$ cat src/rtl/core/mcpp_pkg.sv
// shared types and constants for the multichannel peak-to-peak on detector
// no dependencies; the other design files but mcpp_ram refer to it by scoped names, the sim files import it

package mcpp_pkg;

    // default sizing handed to the top level parameters
    localparam int CHANNELS_DEF = 8;
    localparam int ADC_BITS_DEF = 10;

    // fixed field widths of the item, report and threshold
    localparam int OP_W     = 2;
    localparam int PIN_W    = 8;
    localparam int CH_W     = 3;
    localparam int SAMPLE_W = 10;
    localparam int THR_W    = 10;

    // 0.15 V at 5 V over 1024 counts is 30.72, so on means peak-to-peak above 30
    localparam logic [THR_W-1:0] THR_RESET = 10'd30;

    // item operation codes
    localparam logic [OP_W-1:0] OP_REG_PIN = 2'd0;
    localparam logic [OP_W-1:0] OP_SAMPLE  = 2'd1;
    localparam logic [OP_W-1:0] OP_WIN_END = 2'd2;

    // sequencer states
    typedef enum logic [3:0] {
        ST_IDLE,
        ST_PIN_RD,
        ST_PIN_CMP,
        ST_PIN_ADD,
        ST_SMP_RD,
        ST_SMP_WR,
        ST_WIN_RD,
        ST_WIN_CMP,
        ST_WIN_FIN
    } state_t;

    // request from the sequencer to the report stage
    typedef struct packed {
        logic            push;
        logic            fin;
        logic [CH_W-1:0] channel;
        logic            on;
    } rpt_req_t;

endpackage

$ cat src/rtl/core/mcpp_ifs.sv
// valid/ready channel interfaces of the detector: item, report and threshold write
// depends on mcpp_pkg for the field widths

interface mcpp_item_if;
    logic                          valid;
    logic                          ready;
    logic [mcpp_pkg::OP_W-1:0]     op;
    logic [mcpp_pkg::PIN_W-1:0]    pin_number;
    logic [mcpp_pkg::CH_W-1:0]     channel;
    logic [mcpp_pkg::SAMPLE_W-1:0] sample_value;

    modport source (output valid, op, pin_number, channel, sample_value, input ready);
    modport sink   (input valid, op, pin_number, channel, sample_value, output ready);
endinterface

interface mcpp_report_if;
    logic                      valid;
    logic                      ready;
    logic [mcpp_pkg::CH_W-1:0] report_channel;
    logic                      report_on;
    logic                      last_report;

    modport source (output valid, report_channel, report_on, last_report, input ready);
    modport sink   (input valid, report_channel, report_on, last_report, output ready);
endinterface

interface mcpp_cfg_if;
    logic                       valid;
    logic                       ready;
    logic [mcpp_pkg::THR_W-1:0] on_threshold_counts;

    modport source (output valid, on_threshold_counts, input ready);
    modport sink   (input valid, on_threshold_counts, output ready);
endinterface

$ cat src/rtl/core/mcpp_ram.sv
// generic single-write, single-read synchronous ram with registered read data
// no dependencies

module mcpp_ram #(
    parameter int WIDTH = 8,
    parameter int DEPTH = 8
) (
    input  logic                                   clk,
    input  logic                                   we,
    input  logic [(DEPTH > 1 ? $clog2(DEPTH) : 1)-1:0] waddr,
    input  logic [WIDTH-1:0]                       wdata,
    input  logic                                   re,
    input  logic [(DEPTH > 1 ? $clog2(DEPTH) : 1)-1:0] raddr,
    output logic [WIDTH-1:0]                       rdata
);

    logic [WIDTH-1:0] mem [DEPTH];
    logic [WIDTH-1:0] rdata_reg;

    // write port
    always_ff @(posedge clk)
    begin
        if (we)
        begin
            mem[waddr] <= wdata;
        end
    end

    // read port, data held until the next read
    always_ff @(posedge clk)
    begin
        if (re)
        begin
            rdata_reg <= mem[raddr];
        end
    end

    assign rdata = rdata_reg;

endmodule

$ cat src/rtl/core/mcpp_report_q.sv
// report stage: one pending change report plus the output register
// the pending slot lets the final report of a window carry last_report
// depends on mcpp_pkg and mcpp_ifs

module mcpp_report_q (
    input  logic                 clk,
    input  logic                 rst_n,
    input  mcpp_pkg::rpt_req_t   req,
    output logic                 ok,
    mcpp_report_if.source        report
);

    localparam int CHW = mcpp_pkg::CH_W;

    logic           pend_valid_reg, pend_valid_next;
    logic [CHW-1:0] pend_ch_reg;
    logic           pend_on_reg;
    logic           out_valid_reg, out_valid_next;
    logic [CHW-1:0] out_ch_reg;
    logic           out_on_reg;
    logic           out_last_reg;
    logic           out_free;
    logic           move;

    // output slot frees when empty or taken this cycle
    assign out_free = !out_valid_reg || report.ready;
    assign ok       = !pend_valid_reg || out_free;
    assign move     = (req.push || req.fin) && pend_valid_reg;

    // next valid flags
    always_comb
    begin
        out_valid_next = out_valid_reg;
        if (move)
        begin
            out_valid_next = 1'b1;
        end
        else if (report.ready)
        begin
            out_valid_next = 1'b0;
        end

        pend_valid_next = pend_valid_reg;
        if (req.push)
        begin
            pend_valid_next = 1'b1;
        end
        else if (req.fin)
        begin
            pend_valid_next = 1'b0;
        end
    end

    // control flags
    always_ff @(posedge clk or negedge rst_n)
    begin
        if (!rst_n)
        begin
            out_valid_reg  <= 1'b0;
            pend_valid_reg <= 1'b0;
        end
        else
        begin
            out_valid_reg  <= out_valid_next;
            pend_valid_reg <= pend_valid_next;
        end
    end

    // payload of the pending slot and the output register
    always_ff @(posedge clk)
    begin
        if (req.push)
        begin
            pend_ch_reg <= req.channel;
            pend_on_reg <= req.on;
        end
        if (move)
        begin
            out_ch_reg   <= pend_ch_reg;
            out_on_reg   <= pend_on_reg;
            out_last_reg <= req.fin;
        end
    end

    assign report.valid          = out_valid_reg;
    assign report.report_channel = out_ch_reg;
    assign report.report_on      = out_on_reg;
    assign report.last_report    = out_last_reg;

`ifndef SYNTHESIS
    a_req_when_ok: assert property (@(posedge clk) disable iff (!rst_n)
        (req.push || req.fin) |-> ok)
        else $error("report request while report stage is full");

    a_fin_marks_last: assert property (@(posedge clk) disable iff (!rst_n)
        (req.fin && pend_valid_reg) |=> (out_valid_reg && out_last_reg && !pend_valid_reg))
        else $error("window end did not release the pending report as last");

    a_push_not_last: assert property (@(posedge clk) disable iff (!rst_n)
        (req.push && pend_valid_reg) |=> (out_valid_reg && !out_last_reg && pend_valid_reg))
        else $error("pending report moved out with wrong last flag");
`endif

endmodule

$ cat src/rtl/core/mcpp_seq.sv
// item sequencer: pin search and insert, sample read-modify-write, window-end scan
// drives the pin table ram and the window ram; depends on mcpp_pkg and mcpp_ifs

module mcpp_seq #(
    parameter int CHANNELS = mcpp_pkg::CHANNELS_DEF,
    parameter int ADC_BITS = mcpp_pkg::ADC_BITS_DEF
) (
    input  logic                                          clk,
    input  logic                                          rst_n,
    mcpp_item_if.sink                                     item,
    input  logic [mcpp_pkg::THR_W-1:0]                    thr,
    input  logic                                          rpt_ok,
    output mcpp_pkg::rpt_req_t                            rpt_req,
    // pin table ram
    output logic                                          pin_we,
    output logic [(CHANNELS > 1 ? $clog2(CHANNELS) : 1)-1:0] pin_waddr,
    output logic [mcpp_pkg::PIN_W-1:0]                    pin_wdata,
    output logic                                          pin_re,
    output logic [(CHANNELS > 1 ? $clog2(CHANNELS) : 1)-1:0] pin_raddr,
    input  logic [mcpp_pkg::PIN_W-1:0]                    pin_rdata,
    // window ram, {minimum, maximum}
    output logic                                          win_we,
    output logic [(CHANNELS > 1 ? $clog2(CHANNELS) : 1)-1:0] win_waddr,
    output logic [2*ADC_BITS:0]                           win_wdata,
    output logic                                          win_re,
    output logic [(CHANNELS > 1 ? $clog2(CHANNELS) : 1)-1:0] win_raddr,
    input  logic [2*ADC_BITS:0]                           win_rdata
);

    localparam int AW   = (CHANNELS > 1) ? $clog2(CHANNELS) : 1;
    localparam int CW   = $clog2(CHANNELS + 1);
    localparam int CHW  = mcpp_pkg::CH_W;
    localparam int PW   = mcpp_pkg::PIN_W;
    localparam int TW   = mcpp_pkg::THR_W;
    localparam int MW   = ADC_BITS + 1;
    localparam int KW   = (CW > CHW) ? CW : CHW;
    localparam int EW   = (MW > TW) ? MW : TW;
    localparam logic [MW-1:0] FULL_SCALE = MW'(1) << ADC_BITS;

    mcpp_pkg::state_t state_reg, state_next;
    logic [AW-1:0]       idx_reg, idx_next;
    logic [CW-1:0]       count_reg, count_next;
    logic [PW-1:0]       pin_reg, pin_next;
    logic [AW-1:0]       ch_reg, ch_next;
    logic [ADC_BITS-1:0] sample_reg, sample_next;
    logic [CHANNELS-1:0] on_state_reg, on_state_next;
    logic [CHANNELS-1:0] win_valid_reg, win_valid_next;

    logic                accept;
    logic                idx_last;
    logic [MW-1:0]       cur_min;
    logic [ADC_BITS-1:0] cur_max;
    logic [MW-1:0]       new_min;
    logic [ADC_BITS-1:0] new_max;
    logic [MW-1:0]       p2p;
    logic                now_on;
    logic                changed;

    assign accept   = item.valid && item.ready;
    assign idx_last = ((CW'(idx_reg) + CW'(1)) == count_reg);

    // window entry as stored, or restarted when not written since the last restart
    always_comb
    begin
        if (win_valid_reg[win_raddr])
        begin
            cur_min = win_rdata[2*ADC_BITS:ADC_BITS];
            cur_max = win_rdata[ADC_BITS-1:0];
        end
        else
        begin
            cur_min = FULL_SCALE;
            cur_max = '0;
        end
    end

    // sample update of the running extremes
    always_comb
    begin
        new_max = (sample_reg > cur_max) ? sample_reg : cur_max;
        new_min = ({1'b0, sample_reg} < cur_min) ? {1'b0, sample_reg} : cur_min;
    end

    // peak-to-peak against threshold
    always_comb
    begin
        p2p     = {1'b0, cur_max} - cur_min;
        now_on  = ({1'b0, cur_max} > cur_min) && (EW'(p2p) > EW'(thr));
        changed = (now_on != on_state_reg[idx_reg]);
    end

    // next state and outputs
    always_comb
    begin
        state_next     = state_reg;
        idx_next       = idx_reg;
        count_next     = count_reg;
        pin_next       = pin_reg;
        ch_next        = ch_reg;
        sample_next    = sample_reg;
        on_state_next  = on_state_reg;
        win_valid_next = win_valid_reg;

        item.ready = 1'b0;

        pin_we    = 1'b0;
        pin_waddr = AW'(count_reg);
        pin_wdata = pin_reg;
        pin_re    = 1'b0;
        pin_raddr = idx_reg;

        win_we    = 1'b0;
        win_waddr = ch_reg;
        win_wdata = {new_min, new_max};
        win_re    = 1'b0;
        win_raddr = (state_reg == mcpp_pkg::ST_SMP_WR || state_reg == mcpp_pkg::ST_SMP_RD)
                    ? ch_reg : idx_reg;

        rpt_req.push    = 1'b0;
        rpt_req.fin     = 1'b0;
        rpt_req.channel = CHW'(idx_reg);
        rpt_req.on      = now_on;

        case (state_reg)
            mcpp_pkg::ST_IDLE:
            begin
                item.ready = 1'b1;
                if (accept)
                begin
                    pin_next    = item.pin_number;
                    ch_next     = AW'(item.channel);
                    sample_next = ADC_BITS'(item.sample_value);
                    idx_next    = '0;
                    case (item.op)
                        mcpp_pkg::OP_REG_PIN:
                        begin
                            if (count_reg == CW'(CHANNELS))
                            begin
                                state_next = mcpp_pkg::ST_IDLE;
                            end
                            else if (count_reg == '0)
                            begin
                                state_next = mcpp_pkg::ST_PIN_ADD;
                            end
                            else
                            begin
                                state_next = mcpp_pkg::ST_PIN_RD;
                            end
                        end
                        mcpp_pkg::OP_SAMPLE:
                        begin
                            if (KW'(item.channel) < KW'(count_reg))
                            begin
                                state_next = mcpp_pkg::ST_SMP_RD;
                            end
                        end
                        mcpp_pkg::OP_WIN_END:
                        begin
                            if (count_reg == '0)
                            begin
                                win_valid_next = '0;
                            end
                            else
                            begin
                                state_next = mcpp_pkg::ST_WIN_RD;
                            end
                        end
                        default:
                        begin
                            state_next = mcpp_pkg::ST_IDLE;
                        end
                    endcase
                end
            end

            // linear search over the listed pins
            mcpp_pkg::ST_PIN_RD:
            begin
                pin_re     = 1'b1;
                state_next = mcpp_pkg::ST_PIN_CMP;
            end

            mcpp_pkg::ST_PIN_CMP:
            begin
                if (pin_rdata == pin_reg)
                begin
                    state_next = mcpp_pkg::ST_IDLE;
                end
                else if (idx_last)
                begin
                    state_next = mcpp_pkg::ST_PIN_ADD;
                end
                else
                begin
                    idx_next   = idx_reg + AW'(1);
                    state_next = mcpp_pkg::ST_PIN_RD;
                end
            end

            // append a new channel with a fresh window and off state
            mcpp_pkg::ST_PIN_ADD:
            begin
                pin_we                        = 1'b1;
                on_state_next[AW'(count_reg)]  = 1'b0;
                win_valid_next[AW'(count_reg)] = 1'b0;
                count_next                    = count_reg + CW'(1);
                state_next                    = mcpp_pkg::ST_IDLE;
            end

            // sample read-modify-write
            mcpp_pkg::ST_SMP_RD:
            begin
                win_re     = 1'b1;
                state_next = mcpp_pkg::ST_SMP_WR;
            end

            mcpp_pkg::ST_SMP_WR:
            begin
                win_we                 = 1'b1;
                win_valid_next[ch_reg] = 1'b1;
                state_next             = mcpp_pkg::ST_IDLE;
            end

            // window-end scan over listed channels
            mcpp_pkg::ST_WIN_RD:
            begin
                win_re     = 1'b1;
                state_next = mcpp_pkg::ST_WIN_CMP;
            end

            mcpp_pkg::ST_WIN_CMP:
            begin
                if (!changed || rpt_ok)
                begin
                    rpt_req.push           = changed;
                    on_state_next[idx_reg] = now_on;
                    if (idx_last)
                    begin
                        state_next = mcpp_pkg::ST_WIN_FIN;
                    end
                    else
                    begin
                        idx_next   = idx_reg + AW'(1);
                        state_next = mcpp_pkg::ST_WIN_RD;
                    end
                end
            end

            // release the final report, if any, and restart every window
            mcpp_pkg::ST_WIN_FIN:
            begin
                if (rpt_ok)
                begin
                    rpt_req.fin    = 1'b1;
                    win_valid_next = '0;
                    state_next     = mcpp_pkg::ST_IDLE;
                end
            end

            default:
            begin
                state_next = mcpp_pkg::ST_IDLE;
            end
        endcase
    end

    // control state
    always_ff @(posedge clk or negedge rst_n)
    begin
        if (!rst_n)
        begin
            state_reg     <= mcpp_pkg::ST_IDLE;
            idx_reg       <= '0;
            count_reg     <= '0;
            on_state_reg  <= '0;
            win_valid_reg <= '0;
        end
        else
        begin
            state_reg     <= state_next;
            idx_reg       <= idx_next;
            count_reg     <= count_next;
            on_state_reg  <= on_state_next;
            win_valid_reg <= win_valid_next;
        end
    end

    // item payload held during processing
    always_ff @(posedge clk)
    begin
        pin_reg    <= pin_next;
        ch_reg     <= ch_next;
        sample_reg <= sample_next;
    end

`ifndef SYNTHESIS
    a_count_bound: assert property (@(posedge clk) disable iff (!rst_n)
        count_reg <= CW'(CHANNELS))
        else $error("channel count beyond table size");

    a_push_in_scan: assert property (@(posedge clk) disable iff (!rst_n)
        rpt_req.push |-> (state_reg == mcpp_pkg::ST_WIN_CMP && idx_reg < AW'(count_reg - CW'(1))
                          || state_reg == mcpp_pkg::ST_WIN_CMP && idx_last))
        else $error("change report outside the window scan");

    a_fin_restarts: assert property (@(posedge clk) disable iff (!rst_n)
        rpt_req.fin |=> (win_valid_reg == '0 && state_reg == mcpp_pkg::ST_IDLE))
        else $error("window end did not restart the windows");

    a_stall_holds: assert property (@(posedge clk) disable iff (!rst_n)
        (state_reg == mcpp_pkg::ST_WIN_CMP && changed && !rpt_ok)
        |=> (state_reg == mcpp_pkg::ST_WIN_CMP && $stable(idx_reg) && $stable(on_state_reg)))
        else $error("scan advanced while report stage was full");
`endif

endmodule

$ cat src/rtl/core/multichannel_peak_to_peak_on_detector.sv
// Peak-to-peak on/off detector for up to CHANNELS current-sensor channels. A register
// item (op 0) appends a pin to the channel table unless listed or full; a sample item
// (op 1) updates that channel's running minimum and maximum; a window-end item (op 2)
// reports, in channel order, each channel whose on state changed (peak-to-peak above
// the threshold counts) and restarts all windows, last_report marking the final report.
// One item is processed at a time by a sequencer around two memories with one write and
// one read port each (pin table, window extremes): a listed channel's sample is read,
// written back, an ignored item is dropped while idle, a register item searches the
// listed pins, and a window end reads the listed channels, waiting on report stalls.
// The next item is taken while a report still waits in the output register. No memory
// clearing pass follows reset: per-channel valid flags stand in for restarted windows.
// depends on mcpp_pkg, mcpp_ifs, mcpp_ram, mcpp_seq and mcpp_report_q

module multichannel_peak_to_peak_on_detector #(
    parameter int CHANNELS = mcpp_pkg::CHANNELS_DEF,
    parameter int ADC_BITS = mcpp_pkg::ADC_BITS_DEF
) (
    input  logic          clk,
    input  logic          rst_n,
    mcpp_item_if.sink     item,
    mcpp_report_if.source report,
    mcpp_cfg_if.sink      cfg
);

    localparam int AW = (CHANNELS > 1) ? $clog2(CHANNELS) : 1;
    localparam int PW = mcpp_pkg::PIN_W;
    localparam int TW = mcpp_pkg::THR_W;
    localparam int WW = 2 * ADC_BITS + 1;

    logic [TW-1:0]       thr_reg, thr_next;
    logic                rpt_ok;
    mcpp_pkg::rpt_req_t  rpt_req;

    logic                pin_we, pin_re;
    logic [AW-1:0]       pin_waddr, pin_raddr;
    logic [PW-1:0]       pin_wdata, pin_rdata;
    logic                win_we, win_re;
    logic [AW-1:0]       win_waddr, win_raddr;
    logic [WW-1:0]       win_wdata, win_rdata;

    // threshold register, always writable
    assign cfg.ready = 1'b1;
    assign thr_next  = (cfg.valid && cfg.ready) ? cfg.on_threshold_counts : thr_reg;

    always_ff @(posedge clk or negedge rst_n)
    begin
        if (!rst_n)
        begin
            thr_reg <= mcpp_pkg::THR_RESET;
        end
        else
        begin
            thr_reg <= thr_next;
        end
    end

    // pin table
    mcpp_ram #(
        .WIDTH (PW),
        .DEPTH (CHANNELS)
    ) u_pin_ram (
        .clk   (clk),
        .we    (pin_we),
        .waddr (pin_waddr),
        .wdata (pin_wdata),
        .re    (pin_re),
        .raddr (pin_raddr),
        .rdata (pin_rdata)
    );

    // window extremes
    mcpp_ram #(
        .WIDTH (WW),
        .DEPTH (CHANNELS)
    ) u_win_ram (
        .clk   (clk),
        .we    (win_we),
        .waddr (win_waddr),
        .wdata (win_wdata),
        .re    (win_re),
        .raddr (win_raddr),
        .rdata (win_rdata)
    );

    // item sequencer
    mcpp_seq #(
        .CHANNELS (CHANNELS),
        .ADC_BITS (ADC_BITS)
    ) u_seq (
        .clk       (clk),
        .rst_n     (rst_n),
        .item      (item),
        .thr       (thr_reg),
        .rpt_ok    (rpt_ok),
        .rpt_req   (rpt_req),
        .pin_we    (pin_we),
        .pin_waddr (pin_waddr),
        .pin_wdata (pin_wdata),
        .pin_re    (pin_re),
        .pin_raddr (pin_raddr),
        .pin_rdata (pin_rdata),
        .win_we    (win_we),
        .win_waddr (win_waddr),
        .win_wdata (win_wdata),
        .win_re    (win_re),
        .win_raddr (win_raddr),
        .win_rdata (win_rdata)
    );

    // report output stage
    mcpp_report_q u_report_q (
        .clk    (clk),
        .rst_n  (rst_n),
        .req    (rpt_req),
        .ok     (rpt_ok),
        .report (report)
    );

endmodule

$ cat src/flat_wrapper.sv
// flat-port wrapper written by rule: the top's interface ports become plain ports
module multichannel_peak_to_peak_on_detector_flat 
#(
    parameter int CHANNELS = mcpp_pkg::CHANNELS_DEF,
    parameter int ADC_BITS = mcpp_pkg::ADC_BITS_DEF
)
  (clk, rst_n, item_valid, item_op, item_pin_number, item_channel, item_sample_value, item_ready, report_valid, report_report_channel, report_report_on, report_last_report, report_ready, cfg_valid, cfg_on_threshold_counts, cfg_ready);
  mcpp_item_if item_i ();
  mcpp_report_if report_i ();
  mcpp_cfg_if cfg_i ();
  input  logic clk;
  input  logic rst_n;
  input wire logic [$bits(item_i.valid)-1:0] item_valid;
  input wire logic [$bits(item_i.op)-1:0] item_op;
  input wire logic [$bits(item_i.pin_number)-1:0] item_pin_number;
  input wire logic [$bits(item_i.channel)-1:0] item_channel;
  input wire logic [$bits(item_i.sample_value)-1:0] item_sample_value;
  output wire logic [$bits(item_i.ready)-1:0] item_ready;
  output wire logic [$bits(report_i.valid)-1:0] report_valid;
  output wire logic [$bits(report_i.report_channel)-1:0] report_report_channel;
  output wire logic [$bits(report_i.report_on)-1:0] report_report_on;
  output wire logic [$bits(report_i.last_report)-1:0] report_last_report;
  input wire logic [$bits(report_i.ready)-1:0] report_ready;
  input wire logic [$bits(cfg_i.valid)-1:0] cfg_valid;
  input wire logic [$bits(cfg_i.on_threshold_counts)-1:0] cfg_on_threshold_counts;
  output wire logic [$bits(cfg_i.ready)-1:0] cfg_ready;
  assign item_i.valid = item_valid;
  assign item_i.op = item_op;
  assign item_i.pin_number = item_pin_number;
  assign item_i.channel = item_channel;
  assign item_i.sample_value = item_sample_value;
  assign item_ready = item_i.ready;
  assign report_valid = report_i.valid;
  assign report_report_channel = report_i.report_channel;
  assign report_report_on = report_i.report_on;
  assign report_last_report = report_i.last_report;
  assign report_i.ready = report_ready;
  assign cfg_i.valid = cfg_valid;
  assign cfg_i.on_threshold_counts = cfg_on_threshold_counts;
  assign cfg_ready = cfg_i.ready;
  multichannel_peak_to_peak_on_detector #(.CHANNELS(CHANNELS), .ADC_BITS(ADC_BITS)) u_core (.clk(clk), .rst_n(rst_n), .item(item_i), .report(report_i), .cfg(cfg_i));
endmodule
$ cat config.mk
export PLATFORM = sky130hd
export DESIGN_NAME = multichannel_peak_to_peak_on_detector_flat
export DESIGN_NICKNAME = d
export VERILOG_FILES = /design/src/rtl/core/mcpp_pkg.sv /design/src/rtl/core/mcpp_ifs.sv /design/src/rtl/core/mcpp_ram.sv /design/src/rtl/core/mcpp_report_q.sv /design/src/rtl/core/mcpp_seq.sv /design/src/rtl/core/multichannel_peak_to_peak_on_detector.sv /design/src/flat_wrapper.sv
export SDC_FILE = /design/constraint.sdc
export NUM_CORES = 1
export LEC_CHECK = 0
export BUFFER_PORTS_ARGS = -buffer_cell sky130_fd_sc_hd__clkbuf_2
export CAP_MARGIN = 20
export CORE_MARGIN = 1
export CORE_UTILIZATION = 55
export CTS_CLUSTER_DIAMETER = 100
export DETAILED_ROUTE_END_ITERATION = 6
export PLACE_DENSITY = 0.81
export SKIP_LAST_GASP = 1
export SLEW_MARGIN = 10
export SYNTH_ARGS = -nofsm -noshare
export SYNTH_HDL_FRONTEND = slang
export SYNTH_HIERARCHICAL = 1
export SYNTH_SLANG_ARGS = --single-unit
$ cat constraint.sdc
create_clock -name clk -period 19 [get_ports clk]
set_input_delay 0.95 -clock clk [delete_from_list [all_inputs] [get_ports clk]]
set_output_delay 0.95 -clock clk [all_outputs]
set_load 0.01 [all_outputs]
# After elaboration in Yosys (flattened, before gate mapping)
# Memory sizes are Yosys's and may differ from the RTL's. A register that Yosys moved wholly into a read port is not among the register bits.
# Index checks and enable logic that the tools add are counted.
# Widths: inputs -> output; s select.
[classes]
add_sub_neg = 4
magnitude_cmp = 12
eq_ne = 22
n_mux = 57
bitwise = 4
n_reduce_logical = 28
[op_table]
columns = ["op", "n"]
rows = [
  ["$mux 8", 5],
  ["$pmux 8 s4", 1],
  ["$pmux 4 s7", 1],
  ["$mux 4", 6],
  ["$mux 1", 22],
  ["$mux 11", 2],
  ["$mux 10", 2],
  ["$and 8x8->8", 2],
  ["$eq 4x3->1 const B", 4],
  ["$lt 3x4->1 const B", 4],
  ["$pmux 8 s2", 1],
  ["$mux 3", 5],
  ["$pmux 4 s3", 1],
  ["$gt 10x11->1", 1],
  ["$gt 11x10->1", 1],
  ["$lt 10x11->1", 1],
  ["$sub 10x11->11", 1],
  ["$gt 10x10->1", 1],
  ["$ne 2x2->1 const B", 5],
  ["$reduce_and 5->1", 2],
  ["$demux 1 s3", 3],
  ["$ge 3x1->1 const B", 3],
  ["$pmux 3 s3", 1],
  ["$bwmux 8", 1],
  ["other kinds (29)", 51],
]
[word_totals]
regBits = 69
mem_bits_rw = 232
input_bits = 38
output_inout_bits = 8
elab_cells = 145
memories = 2
[memory_table]
columns = ["memory", "depth", "word_bits", "read_ports", "rd_clocked_by_memory_dff", "wr", "line_no", "text"]
rows = [
  ["u_core.u_win_ram.mem", 8, 21, 1, 1, 1, "mcpp_ram.sv:17", "logic [WIDTH-1:0] mem [DEPTH];"],
  ["u_core.u_pin_ram.mem", 8, 8, 1, 1, 1, "mcpp_ram.sv:17", ""],
]

# Logic depth before layout (Yosys ltp)
[logic_depth]
ltp_word = 17
ltp_mapped = 28
depth_no_buf = 24

# Hierarchy
# Netlist, hierarchy kept.
[by_module_without_submodules]
columns = ["module", "n_inst", "cells_each", "area_per_inst_um2", "seq_area_each_um2"]
rows = [
  ["mcpp_ram at u_core.u_win_ram", 1, 277, 7149.4, 5675.4],
  ["mcpp_seq", 1, 498, 4372.9, 1306.3],
  ["mcpp_ram at u_core.u_pin_ram", 1, 114, 2771.4, 2162.1],
  ["multichannel_peak_to_peak_on_detector", 1, 23, 427.9, 255.2],
  ["mcpp_report_q", 1, 17, 355.3, 320.3],
]

# Worst setup path after synthesis
# No wires, ideal clock.
[synth_timing]
path_kind = "flip-flop to flip-flop"
startpoint = "register u_core.u_seq.state_reg[3]"
endpoint = "register u_core.u_report_q.out_last_reg (netlist: u_core/u_report_q/report.last_report) (enable)"
setup_time_ps = 317
t_arrival_ps = 5628
required_time_ps = 18683
setup_slack_ps = 13054
stages_incl_launch_ff = 25
path_buffers = 3
period_less_slack_ps = 5946
path_cell_list = "dfrtp_1 > buf_6 > nor3b_2 > mux2_4 > mux2i_1 > a22oi_2 > clkbuf_1 > clkbuf_1 > nand2_1 > ha_1 > a21o_1 > a211oi_1 > a21oi_1 > o21ai_0 > nand2b_1 > xor2_1 > ha_1 > nand3_1 > nand2_1 > o31ai_1 > o21ai_0 > or4b_4 > xor2_1 > nor3_1 > o21a_1"
[synth_lines]
columns = ["item", "line_no", "text"]
rows = [
  ["start, declared", "mcpp_seq.sv:40", "mcpp_pkg::state_t state_reg, state_next;"],
  ["start signal, assigned", "mcpp_seq.sv:272", "state_reg <= mcpp_pkg::ST_IDLE;"],
  ["start signal, assigned", "mcpp_seq.sv:280", "state_reg <= state_next;"],
  ["end signal, assigned", "mcpp_report_q.sv:81", "out_last_reg <= req.fin;"],
  ["end, declared", "mcpp_report_q.sv:21", "logic out_last_reg;"],
]

==> metrics.txt <==
status finished, final reports clean; post-CTS setup buffer count 0; Critical Path Start Type flop; synthesized flop and latch total 330; syn_area_per_cell 16.2 um2; post-synthesis async set-or-reset flop share 11.8%; mux contribution to synthesized area 15.9%; total global-route track usage 22.4%; Worst Tran Pin Value 1.00 ns; Placeable Area 27000 um2; CP max stage delay 0.75 ns; power per cell area 153 nW/um2; Slew headroom 32.8%; final setup fails 0; fmax 136 MHz; fin nets 1062; synthesized cell area 15100 um2; Worst Skew 0.0309 ns; DRT antenna net count 0; syn_nets 1015; largest family of logic cells by synthesized area multiplexers; number of synthesized flops with an enable pin 291; DP HPWL 18800 um; grt total ovfl 0; Ant. Diodes 0; GPL Wtd Cong 0.878; RSZ-0062 raised after global routing false; TritonCTS sink count 330; share of layout cells above drive strength 1 19.5%; DP Worst Slack 11.81 ns; Layout area overhead 10.9%; largest net degree at the start of global routing 44; minimum setup slack among reg-to-reg paths 11.65 ns; total power 2560 uW; maximum capacitance violations 0; Fillers 1847; Die Footprint 28100 um2; Worst R2R Path Depth 21; # DRC 0; Total Wirelength 30600 um; clock latency on the worst-skew pair 0.54 ns; most common cell after layout, fill and taps aside edfxtp_1; crit share post-route 38.7%; Reg clk slew, reported paths 0.06 ns; Crit Path Category reg2reg; Crit Path Max Fanout 43; r2r endpoint u_core/u_report_q/report.report_on; Unique masters post-synth 63; Yosys top cell by area edfxtp_1; setup TNS 0 ns; sequential share of the synthesized area 64.5%; post-synth top area share 58.0%; most used flip-flop cell after synthesis edfxtp_1; Compound-Gate Fraction of Synth Area 5.20%; Top-Level Pins 46; Slowest-stage cell, CP mux2_4; WL/cell 22.8 um; Cells after Synth 929; vias 8254; antenna violations before repair 0; Initial Utilization 55.9%; max reg flops 168; Iteration-0 DRC Markers 602; die width 168 um; worst path arrival time 7.54 ns; post-synthesis simple-gate area fraction 5.76%; vias in the first global route 8378; worst-path cell chain nor3b_2 > mux2_4 > mux2i_1 > a22oi_2 > nand2_1 > ha_1 > a21o_1 > a211oi_1 > a21oi_1 > o21ai_0 > nand2b_1 > xor2_1 > ha_1 > nand3_1 > nand2_1 > o31ai_1 > o21ai_0 > or4b_4 > xor2_1 > nor3_1 > o21a_1; Setup WS post-layout 11.65 ns; Die Y-Extent 168 um; worst reg2reg startpoint u_core/u_seq/state_reg[3]; TritonCTS clock tree yes; Root Driver clkbuf_16; Port Buffers 44; crit path time final 7.35 ns; most frequent cells in the layout 291 x edfxtp_1, 55 x mux4_1, 51 x mux2_2, 51 x inv_1, 47 x ha_1; CTS Hold Bufs 0; Via density 6.15; Leak 0.00608 uW; CTS HTree Levels 2; VDD IR max 0.0965 mV; clk buf depth 3; first-pass GRT wire length 47100 um; Synth Area in Adders 4.03%; Rows 60; crit end category flop; final hold violation count 0; top cells by area, synth edfxtp_1 58%, mux4_1 9.6%, dfrtp_1 5.8%; xor-xnor portion of the synthesized cell area 1.34%; Slew Viols, Final 0; cts bufs inserted 35; post-cts resize count 0; CP Data Required Time 19.19 ns; YS warnings 6; 1st-pass router iterations 5; Min-Delay Path Class in2async
[Yosys cell counts (6+ instances only)]
master    instances
nor3_1           16
ha_1             47
nand2_1          43
buf_4             9
a21o_1           11
dfrtp_1          35
o31ai_1           7
edfxtp_1        291
mux4_1           55
xnor2_1          11
buf_6             8
and2_1            6
clkbuf_1         25
nand2b_1         14
o21ai_0          26
nor2_1           42
mux2i_1          12
xor2_1           12
inv_1            51
o211ai_1          8
or3_1             6
nand3_1          14
a21oi_1          29
mux2_4           11
mux2_2           51
nor2b_1           7
[metrics by stage]
step / hold WS [ns] / util [%] / std cells / cell area (um2)
2_1_floorplan: 0.400 / - / 929 / 15100
3_3_place_gp: 0.411 / 57.8 / 1279 / 15600
3_5_place_dp: 0.421 / 57.8 / 1279 / 15600
4_1_cts: 0.401 / 61.9 / 1342 / 16700
5_1_grt: 0.407 / 62.1 / 1343 / 16700
6_report: 0.403 / 62.1 / 1343 / 16700
[worst max path at each step]
stage	from	end	slack [ns]
finish	u_core/u_seq/state_reg[3]	u_core/u_report_q/report.report_on	11.65
CTS	u_core/u_seq/state_reg[3]	u_core/u_report_q/report.report_on	11.77
floorplan	u_core/u_seq/state_reg[3]	u_core/u_report_q/report.last_report	13.05
global placement	u_core/u_seq/state_reg[3]	u_core/u_report_q/report.last_report	12.08
detailed placement	u_core/u_seq/state_reg[3]	u_core/u_report_q/report.report_channel[0]	11.81
global route	u_core/u_seq/state_reg[3]	u_core/u_report_q/report.report_on	11.13
[layout make-up]
| type | count | area (um2) | area share, % |
|---|---|---|---|
| clock inverters | 20 | 209 | 1.25 |
| clock buffers | 43 | 906 | 5.42 |
| multi-input cells | 498 | 4910 | 29.4 |
| inverters | 51 | 191 | 1.14 |
| repair buffers | 60 | 360 | 2.15 |
| flip-flops and latches | 330 | 9720 | 58.1 |
| well taps | 341 | 427 | 2.55 |
[kinds of logic (layout without fill, tap and decap cells)]
kind of cell             Yosys count  count (layout)
AO/OA/AOI/OAI                    119             119
XOR/XNOR                          23              23
adder cells (fa/ha/maj)           48              48
buffers and inverters            101             174
flip-flops                       330             330
multiplexers                     133             133
other                              2               2
AND/OR/NAND/NOR                  173             173
[power breakdown]
part / switching [uW] / internal [uW]
Combinational: 506 / 388
Clock: 277 / 384
Sequential: 65.9 / 937
[layer usage]
layer / share of wire, % / up-vias / track usage [%]
met2: 48 / 323 / 36.8
met4: 3.7 / 0 / 8.90
met1: 42 / 4122 / 30.1
met5: 0 / - / 0
li1: - / 3723 / -
met3: 6.3 / 86 / 3.66
[critical path, delay by kind of cell (launching register included)]
family,cells,cell delay [ns]
AOI/OAI and AO/OA,8,2.38
adders and majority gates,2,0.70
muxes,2,0.93
and+or+nand+nor,7,2.09
DFF,1,0.50
xor gates and xnor gates,2,0.39
Power figures use the tool's default switching activity.
